$ cat src/design/bflc_pkg.sv
`timescale 1ns / 1ps
`default_nettype none
// ----------------------------------------------------------------------------
// bflc_pkg
// Shared types and constants for the binary feature linear classifier.
// ----------------------------------------------------------------------------
package bflc_pkg;

    localparam int FEATURES_DEF    = 784;
    localparam int WEIGHT_BITS_DEF = 16;
    localparam int QUEUE_DEPTH     = 4;
    localparam int COUNT_W         = 20;
    localparam logic [COUNT_W-1:0] COUNT_MAX = {COUNT_W{1'b1}};
    localparam logic signed [31:0] SUM_MAX = 32'sh7FFF_FFFF;
    localparam logic signed [31:0] SUM_MIN = 32'sh8000_0000;

    localparam logic [1:0] ACT_WRITE = 2'd0;
    localparam logic [1:0] ACT_BEGIN = 2'd1;
    localparam logic [1:0] ACT_PIXEL = 2'd2;

    typedef enum logic [1:0] {
        OP_WRITE,
        OP_BEGIN,
        OP_PIXEL
    } op_kind_t;

    typedef struct packed {
        op_kind_t           kind;
        logic [9:0]         index;
        logic signed [15:0] weight;
        logic               label_bit;
        logic               nonzero;
        logic               last;
    } op_t;

endpackage
`default_nettype wire

$ cat src/design/bflc_front.sv
`timescale 1ns / 1ps
`default_nettype none
// ----------------------------------------------------------------------------
// bflc_front
// Decodes input transfers into operations; queues valid ones, drops the rest.
// ----------------------------------------------------------------------------
module bflc_front #(
    parameter int FEATURES = bflc_pkg::FEATURES_DEF
) (
    input  wire logic                aclk,
    input  wire logic                aresetn,
    input  wire logic                s_valid,
    output logic                     s_ready,
    input  wire logic [1:0]          s_action,
    input  wire logic [9:0]          s_weight_index,
    input  wire logic signed [15:0]  s_weight_value,
    input  wire logic [7:0]          s_label,
    input  wire logic [7:0]          s_pixel,
    input  wire logic                s_last_pixel,
    output logic                     op_valid,
    input  wire logic                op_ready,
    output bflc_pkg::op_t            op
);
    import bflc_pkg::*;

    localparam int PTR_W = $clog2(QUEUE_DEPTH);
    localparam int CNT_W = $clog2(QUEUE_DEPTH + 1);

    op_t              queue_reg [QUEUE_DEPTH];
    logic [PTR_W-1:0] wr_ptr_reg, wr_ptr_next;
    logic [PTR_W-1:0] rd_ptr_reg, rd_ptr_next;
    logic [CNT_W-1:0] count_reg, count_next;

    op_t  dec;
    logic keep;
    logic push;
    logic pop;

    always_comb begin
        dec.kind      = OP_PIXEL;
        dec.index     = s_weight_index;
        dec.weight    = s_weight_value;
        dec.label_bit = (s_label == 8'd1);
        dec.nonzero   = (s_pixel != 8'd0);
        dec.last      = s_last_pixel;
        keep          = 1'b0;
        case (s_action)
            ACT_WRITE: begin
                dec.kind = OP_WRITE;
                keep     = (32'(s_weight_index) < FEATURES);
            end
            ACT_BEGIN: begin
                dec.kind = OP_BEGIN;
                keep     = 1'b1;
            end
            ACT_PIXEL: begin
                dec.kind = OP_PIXEL;
                keep     = 1'b1;
            end
            default: begin
                keep = 1'b0;
            end
        endcase
    end

    assign s_ready  = (count_reg != CNT_W'(QUEUE_DEPTH));
    assign push     = s_valid && s_ready && keep;
    assign op_valid = (count_reg != '0);
    assign pop      = op_valid && op_ready;
    assign op       = queue_reg[rd_ptr_reg];

    always_comb begin
        wr_ptr_next = push ? wr_ptr_reg + 1'b1 : wr_ptr_reg;
        rd_ptr_next = pop ? rd_ptr_reg + 1'b1 : rd_ptr_reg;
        count_next  = count_reg;
        if (push && !pop) begin
            count_next = count_reg + 1'b1;
        end else if (pop && !push) begin
            count_next = count_reg - 1'b1;
        end
    end

    always_ff @(posedge aclk) begin
        if (!aresetn) begin
            wr_ptr_reg <= '0;
            rd_ptr_reg <= '0;
            count_reg  <= '0;
        end else begin
            wr_ptr_reg <= wr_ptr_next;
            rd_ptr_reg <= rd_ptr_next;
            count_reg  <= count_next;
        end
    end

    always_ff @(posedge aclk) begin
        if (push) begin
            queue_reg[wr_ptr_reg] <= dec;
        end
    end

    a_count_bound: assert property (@(posedge aclk) disable iff (!aresetn)
        count_reg <= CNT_W'(QUEUE_DEPTH))
        else $error("queue count above depth");

endmodule
`default_nettype wire

$ cat config.mk
export PLATFORM = sky130hd
export DESIGN_NAME = bflc_front
export DESIGN_NICKNAME = d
export VERILOG_FILES = /design/src/design/bflc_pkg.sv /design/src/design/bflc_front.sv
export SDC_FILE = /design/constraint.sdc
export NUM_CORES = 1
export LEC_CHECK = 0
export BUFFER_PORTS_ARGS = -buffer_cell sky130_fd_sc_hd__clkbuf_2
export CAP_MARGIN = 10
export CORE_MARGIN = 8
export CORE_UTILIZATION = 30
export DETAILED_ROUTE_END_ITERATION = 8
export PLACE_DENSITY = 0.55
export SYNTH_ARGS = -nofsm -noshare
export SYNTH_HDL_FRONTEND = slang
export SYNTH_SLANG_ARGS = --single-unit
export TNS_END_PERCENT = 100
$ cat constraint.sdc
create_clock -name aclk -period 2.8 [get_ports aclk]
set_input_delay 0.28 -clock aclk [delete_from_list [all_inputs] [get_ports aclk]]
set_output_delay 0.28 -clock aclk [all_outputs]
set_load 0.03 [all_outputs]
=== Word level (Yosys, flattened, before mapping) ===
Memory sizes are Yosys's and may differ from the RTL's. A register that Yosys moved wholly into a read port is not among the register bits.
Cells that the tools add are included.

* Register bits after elaboration: 7
* RAM bits: 124
* Output and inout bits: 33
* Memories kept: 1

* $add $sub $neg: 4
* $lt $le $gt $ge: 1
* Equality and inequality tests: 4
* Mux-type cells: 8
* Reduce and logical (&&, ||, !) cells: 12

{| class="wikitable"
|+ Memory list
! name !! words !! width !! rd ports !! clocked after Yosys merged registers in !! wr ports !! line !! RTL
|-
| queue_reg || 4 || 31 || 1 || 1 || 1 || bflc_front.sv:29 || <nowiki>op_t queue_reg [QUEUE_DEPTH];</nowiki>
|}

{| class="wikitable"
|+ Operators by type and width
! cell !! number
|-
| 10-bit less-than comparator (second input constant) || 1
|-
| 8-bit by 1-bit == test with 1-bit output (second input constant) || 1
|-
| 8-bit nonzero test || 1
|-
| 3-bit 2-to-1 mux || 2
|-
| 1-bit logical AND || 5
|-
| 2-bit by 1-bit adder with 2-bit output (second input constant) || 2
|-
| 2-bit 2-to-1 mux || 2
|-
| 2-bit case mux with 2 select lines || 1
|-
| 3-bit by 1-bit adder with 3-bit output (second input constant) || 1
|-
| 3-bit != test (second input constant) || 1
|-
| 3-bit nonzero test || 1
|-
| 3-bit by 1-bit subtractor with 3-bit output (second input constant) || 1
|-
| 2-bit by 1-bit == test with 1-bit output (second input constant) || 1
|-
| 2-bit == test (second input constant) || 1
|-
| 1-bit zero test || 2
|-
| 2-bit zero test || 1
|-
| 1-bit 2-to-1 mux || 2
|-
| 1-bit case mux with 2 select lines || 1
|-
| 2-bit nonzero test || 1
|-
| 2-bit OR reduction || 1
|}

=== Longest topological paths before layout ===
Gate-level depths: netlist (run 1).

* Depth in word-level cells: 8
* Depth in mapped cells: 12

=== Worst setup path before layout (run 1) ===
Ideal clock, no wire load.

* Kind: input -> register
* Start point: input s_action[1]
* End point: register count_reg[2]
* Data arrival time: 2.287 ns
* Required time: 2.724 ns
* Slack: 0.438 ns
* Stages on the path: 12
* Cells stage by stage: inv_1 > ha_1 > nor2_1 > nor3b_1 > o311a_1 > buf_2 > ha_1 > inv_1 > fa_1 > xor2_1 > or3_1 > a21boi_0

* Cells in the longest elaborated chain, start to end: 7
* Elaborated cells between the ends (all ways): 11
* Those cells by class: 2 x eq/ne; 2 x mux; 7 x reduce/logical

{| class="wikitable"
|+ RTL lines
! what !! line !! RTL
|-
| start: declaration || bflc_front.sv:14 || <nowiki>input wire logic [1:0] s_action,</nowiki>
|-
| 2-bit == test / 2-bit by 1-bit == test with 1-bit output (equally long branches) || bflc_front.sv:47 || <nowiki>case (s_action)</nowiki>
|-
| 2-bit OR reduction (no line) || -- ||
|-
| 1-bit case mux with 2 select lines * || bflc_front.sv:47 ||
|-
| 1-bit logical AND * || bflc_front.sv:67 || <nowiki>assign push = s_valid && s_ready && keep;</nowiki>
|-
| via push || bflc_front.sv:36 || <nowiki>logic push;</nowiki>
|-
| 1-bit zero test || bflc_front.sv:78 || <nowiki>end else if (pop && !push) begin</nowiki>
|-
| 1-bit logical AND || bflc_front.sv:78 ||
|-
| 2-bit nonzero test (no line) || -- ||
|-
| end signal: assignment || bflc_front.sv:91 || <nowiki>count_reg <= count_next;</nowiki>
|-
| end: declaration || bflc_front.sv:32 || <nowiki>logic [CNT_W-1:0] count_reg, count_next;</nowiki>
|}

The timed path passes the listed nets; every way through them passes the cells marked *.
A chain may end at the register's enable or synchronous reset.

==> impl_metrics.env, run 1 <==
export IMPL_drt_initial_drc_count=132
export IMPL_use_met1_pct=11.5
export IMPL_ir_drop_uv=421
export IMPL_grt_pass1_vias=2755
export IMPL_clock_skew_ns=0.00885
export IMPL_yosysWarningCount=0
export IMPL_insertedDiodeCount=0
export IMPL_htree_num_levels=4
export IMPL_drcViolationCount=0
export IMPL_cts_tree="done"
export IMPL_avgSynthCellArea_um2=22.3
export IMPL_drt_pass1_iter_count=6
export IMPL_via_per_inst=4.36
export IMPL_grtUsageTotal_pct=9.84
export IMPL_endpoint_kind="output pin"
export IMPL_die_area_um2=21200
export IMPL_grt_overflow_total=0
export IMPL_ctsHoldBuffers=0
export IMPL_synth_net_count=284
export IMPL_worst_pin_slew_ns=0.543
export IMPL_ant_nets=0
export IMPL_cts_resized=0
export IMPL_top_usage_layer="met2"
export IMPL_yosys_register_bits=133
export IMPL_leakage_nw=2.23
export IMPL_dpl_cell_count=531
export IMPL_clk_path_buf_depth=2
export IMPL_status="complete, no violations"
export IMPL_die_y_um=146
export IMPL_setup_violations=0
export IMPL_die_x_um=146
export IMPL_drive_gt1_share_pct=46.9
export IMPL_start_util_pct=30.5
export IMPL_cp_data_arrival_time_ns=1.89
export IMPL_fin_util_pct=38.9
export IMPL_slew_violations=0
export IMPL_clock_sinks=133
export IMPL_routedWlPerCell_um=17.3
export IMPL_fin_crit_sh_pct=77.5
export IMPL_antenna_found_initial=0
export IMPL_worst_path_max_fanout=19
export IMPL_final_hold_violation_count=0
export IMPL_pwr_density_cell_nw_per_um2=943
export IMPL_grt_setup_unrepaired="false"
export IMPL_final_nets=388
export IMPL_r2r_cells=8
export IMPL_met3_usage_pct=4.32
export IMPL_clk_pin_slew_ns=0.05
export IMPL_final_common_cell="edfxtp_1"
export IMPL_syn_to_final_growth_pct=27.5
export IMPL_setup_tns_ns=0
export IMPL_setup_ws_ns=0.629
export IMPL_syn_area_um2=5040
export IMPL_power_total_mw=6.06
export IMPL_route_vias_total=2455
export IMPL_crit_type="reg2out"
export IMPL_wl_mm=9.75
export IMPL_cts_root_buf="clkbuf_16"
export IMPL_place_congestion=0.642
export IMPL_io_buffers=81
export IMPL_final_cell_mix="edfxtp_1, clkbuf_2, mux4_2"
export IMPL_synth_cells=226
export IMPL_post_cts_buffers=0
export IMPL_dpl_worst_slack_ns=0.268
export IMPL_required_ns=2.52
export IMPL_period_needed_ns=2.17
export IMPL_largest_register_ffs=124
export IMPL_dp_hpwl_mm=6.47
export IMPL_setup_worst_path_start_class="flop"
export IMPL_fmax_mhz=461
export IMPL_ys_types=27
export IMPL_cts_buffers=17
export IMPL_clkLatencyLatePin_ns=0.41
export IMPL_max_cap_viol_count=0
export IMPL_pin_count=82
export IMPL_grt_pass1_wl_mm=15.6
export IMPL_hold_path_class="in2reg"
export IMPL_met2_usage_pct=15.6
export IMPL_std_cell_rows=47
export IMPL_ys_seq_area_share_pct=77.5
export IMPL_fin_cells=563
export IMPL_coreArea_um2=16500
export IMPL_worstHoldPathCells=1
export IMPL_grt_max_degree=26
export IMPL_slew_limit_headroom_pct=63.8
-- report_power, final --
part	total, mW	internal, mW	switching [mW]
Clock	2.28	1.49	0.792
Sequential	2.35	2.29	0.0618
Combinational	1.43	0.581	0.848
Total	6.06	4.36	1.70
-- metal layers --
metal  vias to the layer above  wire, um
met3                        11       514
met2                        70      4750
met5                         -         0
met4                         0       161
li1                       1138         -
met1                      1236      4320
-- worst max-delay path: stages, from the launching register on --
cell	delay (ns)
dfxtp_2	0.67
buf_4	0.29
mux4_2	0.33
clkbuf_2	0.20
-- cell type report --
| type | count | area [um2] |
|---|---|---|
| multi-input cells | 80 | 1080 |
| flip-flops and latches | 133 | 3910 |
| well taps | 220 | 275 |
| inverters | 5 | 18.8 |
| fillers | 1524 | 10100 |
| repair buffers | 93 | 533 |
| clock inverters | 13 | 181 |
| clock buffers | 19 | 433 |
-- through the flow --
step | area (um2) | hold WS (ns)
global placement | 5810 | 0.487
finish | 6430 | 0.0897
global route | 6430 | 0.0653
floorplan | 5040 | 0.379
CTS | 6430 | 0.0658
detailed placement | 5810 | 0.498
-- cell families (layout without fill, tap and decap cells) --
family | after synthesis | count (layout) | synth area share, %
AO/OA/AOI/OAI | 3 | 3 | 0.447
XOR/XNOR | 4 | 4 | 0.695
adder cells (fa/ha/maj) | 9 | 9 | 2.38
buffers and inverters | 13 | 130 | 1.22
flip-flops | 133 | 133 | 77.5
multiplexers | 34 | 34 | 14.4
AND/OR/NAND/NOR | 30 | 30 | 3.35
-- synthesized netlist by cell type --
cell type    n  area share, %
or3_4        1           0.22
clkbuf_1     1          0.074
edfxtp_1   124             74
fa_1         1           0.40
buf_4        3           0.45
dfxtp_1      9            3.6
nor3b_1      1           0.15
buf_1        3           0.22
inv_1        5           0.37
mux2i_1      3           0.60
and4b_1      1           0.20
xnor2_1      3           0.52
o311a_1      1           0.20
mux4_2      31             14
o21ai_0      1          0.099
xor2_1       1           0.17
a21boi_0     1           0.15
nor2_1       4           0.30
and2_1       8           0.99
nor2b_1      1           0.12
nand3_1      1          0.099
buf_2        1          0.099
or3_1        1           0.12
ha_1         8            2.0
nand2_2      1           0.12
nor4_1       4           0.50
nand2_1      7           0.52
-- final timing paths --
kind / startpoint / end / slack (ns)
max: flop / op[5] / 0.63
min: s_weight_value[6] / queue_reg[3][9]$_DFFE_PP_ / 0.09
min reg2reg: wr_ptr_reg[1]$_SDFFE_PN0P_ / wr_ptr_reg[1]$_SDFFE_PN0P_ / 0.50
max reg2reg: count_reg[0]$_SDFFE_PN0P_ / count_reg[2]$_SDFFE_PN0P_ / 0.63
No activity file was read; power rests on OpenSTA's default activity.
==> run 2, diff against run 1 <==
- clock period: 2.8 -> 2.3 ns (I/O delays scaled with it)
==> impl_metrics.env, run 2 (synthesis results as in run 1) <==
export IMPL_setup_worst_path_start_class="flop"
export IMPL_setup_violations=0
export IMPL_fin_crit_sh_pct=94.9
export IMPL_io_buffers=81
export IMPL_hold_ws_ns=0.0439
export IMPL_grt_max_degree=17
export IMPL_grt_overflow_total=0
export IMPL_cp_top_family="simple AND/OR/NAND/NOR gates"
export IMPL_required_ns=2.63
export IMPL_worst_pin_slew_ns=0.419
export IMPL_fin_area_um2=6490
export IMPL_fin_util_pct=39.3
export IMPL_syn_to_final_growth_pct=28.9
export IMPL_period_needed_ns=2.18
export IMPL_clk_path_buf_depth=2
export IMPL_std_cell_rows=47
export IMPL_crit_type="reg2reg"
export IMPL_leakage_nw=2.27
export IMPL_final_nets=396
export IMPL_cpPeakStageDelay_ns=0.42
export IMPL_largest_register_ffs=124
export IMPL_routedWlPerCell_um=17.4
export IMPL_drt_initial_drc_count=82
export IMPL_endpoint_kind="flop"
export IMPL_dpl_cell_count=539
export IMPL_critPathSlowestCell="or3_4"
export IMPL_coreArea_um2=16500
export IMPL_htree_num_levels=4
export IMPL_antenna_found_initial=0
export IMPL_ir_drop_uv=524
export IMPL_cts_root_buf="clkbuf_16"
export IMPL_grtUsageTotal_pct=9.78
export IMPL_start_util_pct=30.5
export IMPL_clock_sinks=133
export IMPL_ctsHoldBuffers=0
export IMPL_pwr_density_cell_nw_per_um2=1100
export IMPL_clock_skew_ns=0.00771
export IMPL_power_total_mw=7.12
export IMPL_cts_tree="done"
export IMPL_max_cap_viol_count=0
export IMPL_cp_data_arrival_time_ns=2.51
export IMPL_crit_buf_inv=1
export IMPL_slew_limit_headroom_pct=72.1
export IMPL_grt_pass1_vias=2795
export IMPL_final_common_cell="edfxtp_1"
export IMPL_cts_buffers=17
export IMPL_pin_count=82
export IMPL_via_per_inst=4.41
export IMPL_cts_resized=0
export IMPL_insertedDiodeCount=0
export IMPL_die_x_um=146
export IMPL_die_y_um=146
export IMPL_ant_nets=0
export IMPL_status="complete, no violations"
export IMPL_grt_setup_unrepaired="false"
export IMPL_die_area_um2=21200
export IMPL_worst_path_max_fanout=4
export IMPL_drcViolationCount=0
export IMPL_wl_mm=9.87
export IMPL_drt_pass1_iter_count=4
export IMPL_slew_violations=0
export IMPL_clk_pin_slew_ns=0.06
export IMPL_final_cell_mix="edfxtp_1, clkbuf_2, mux4_2"
export IMPL_clkLatencyLatePin_ns=0.41
export IMPL_fin_cells=569
export IMPL_place_congestion=0.625
export IMPL_fmax_mhz=458
export IMPL_drive_gt1_share_pct=48.1
export IMPL_dp_hpwl_mm=6.55
export IMPL_post_cts_buffers=0
export IMPL_route_vias_total=2507
export IMPL_final_hold_violation_count=0
export IMPL_path_cells="or3_4, nand2_2, ha_2, inv_1, fa_1, xor2_1, or3_1, a21boi_0"
export IMPL_grt_pass1_wl_mm=15.5
export IMPL_postPlaceCellArea_um2=5950
export IMPL_hold_path_class="in2reg"
==> run 2: where the power goes <==
group          switching (mW)  internal [mW]
combinational            1.05          0.737
clock                   0.921           1.56
sequential             0.0723           2.79
==> run 2: worst paths after layout <==
path,cells past startpoint,startpoint,slack [ns],to
max,8,count_reg[0]$_SDFFE_PN0P_,0.12,count_reg[2]$_SDFFE_PN0P_
min reg2reg,2,wr_ptr_reg[1]$_SDFFE_PN0P_,0.51,wr_ptr_reg[1]$_SDFFE_PN0P_
min,1,s_weight_value[6],0.04,queue_reg[0][9]$_DFFE_PP_
max reg2reg,8,count_reg[0]$_SDFFE_PN0P_,0.12,count_reg[2]$_SDFFE_PN0P_
==> run 2: through the flow <==
stage / setup WS, ns / TNS [ns]
2_1_floorplan: 0.0104 / 0
6_report: 0.118 / 0
4_1_cts: 0.0982 / 0
3_5_place_dp: -0.245 / -0.245
3_3_place_gp: -0.108 / -0.108
5_1_grt: 0.0174 / 0
==> run 2: worst reg2reg max path: stages (launching register included) <==
cell	delay (ns)
dfxtp_1	0.36
or3_4	0.42
nand2_2	0.10
ha_2	0.17
inv_1	0.05
fa_1	0.37
xor2_1	0.17
or3_1	0.30
a21boi_0	0.17
==> run 2: routing by layer <==
metal,up-vias,wire (um),global-route usage (%)
li1,1155,-,-
met2,68,4880,15.9
met1,1272,4440,11.4
met4,0,111,3.90
met5,-,0,0
met3,12,439,3.82
==> run 2: final cells by class <==
| cell class | instances | area (um2) |
|---|---|---|
| Fill cell | 1532 | 10000 |
| Timing Repair Buffer | 101 | 668 |
| Clock inverter | 12 | 115 |
| Clock buffer | 18 | 429 |
| Multi-Input combinational cell | 80 | 1080 |
| Tap cell | 220 | 275 |
| Sequential cell | 133 | 3910 |
| Inverter | 5 | 18.8 |
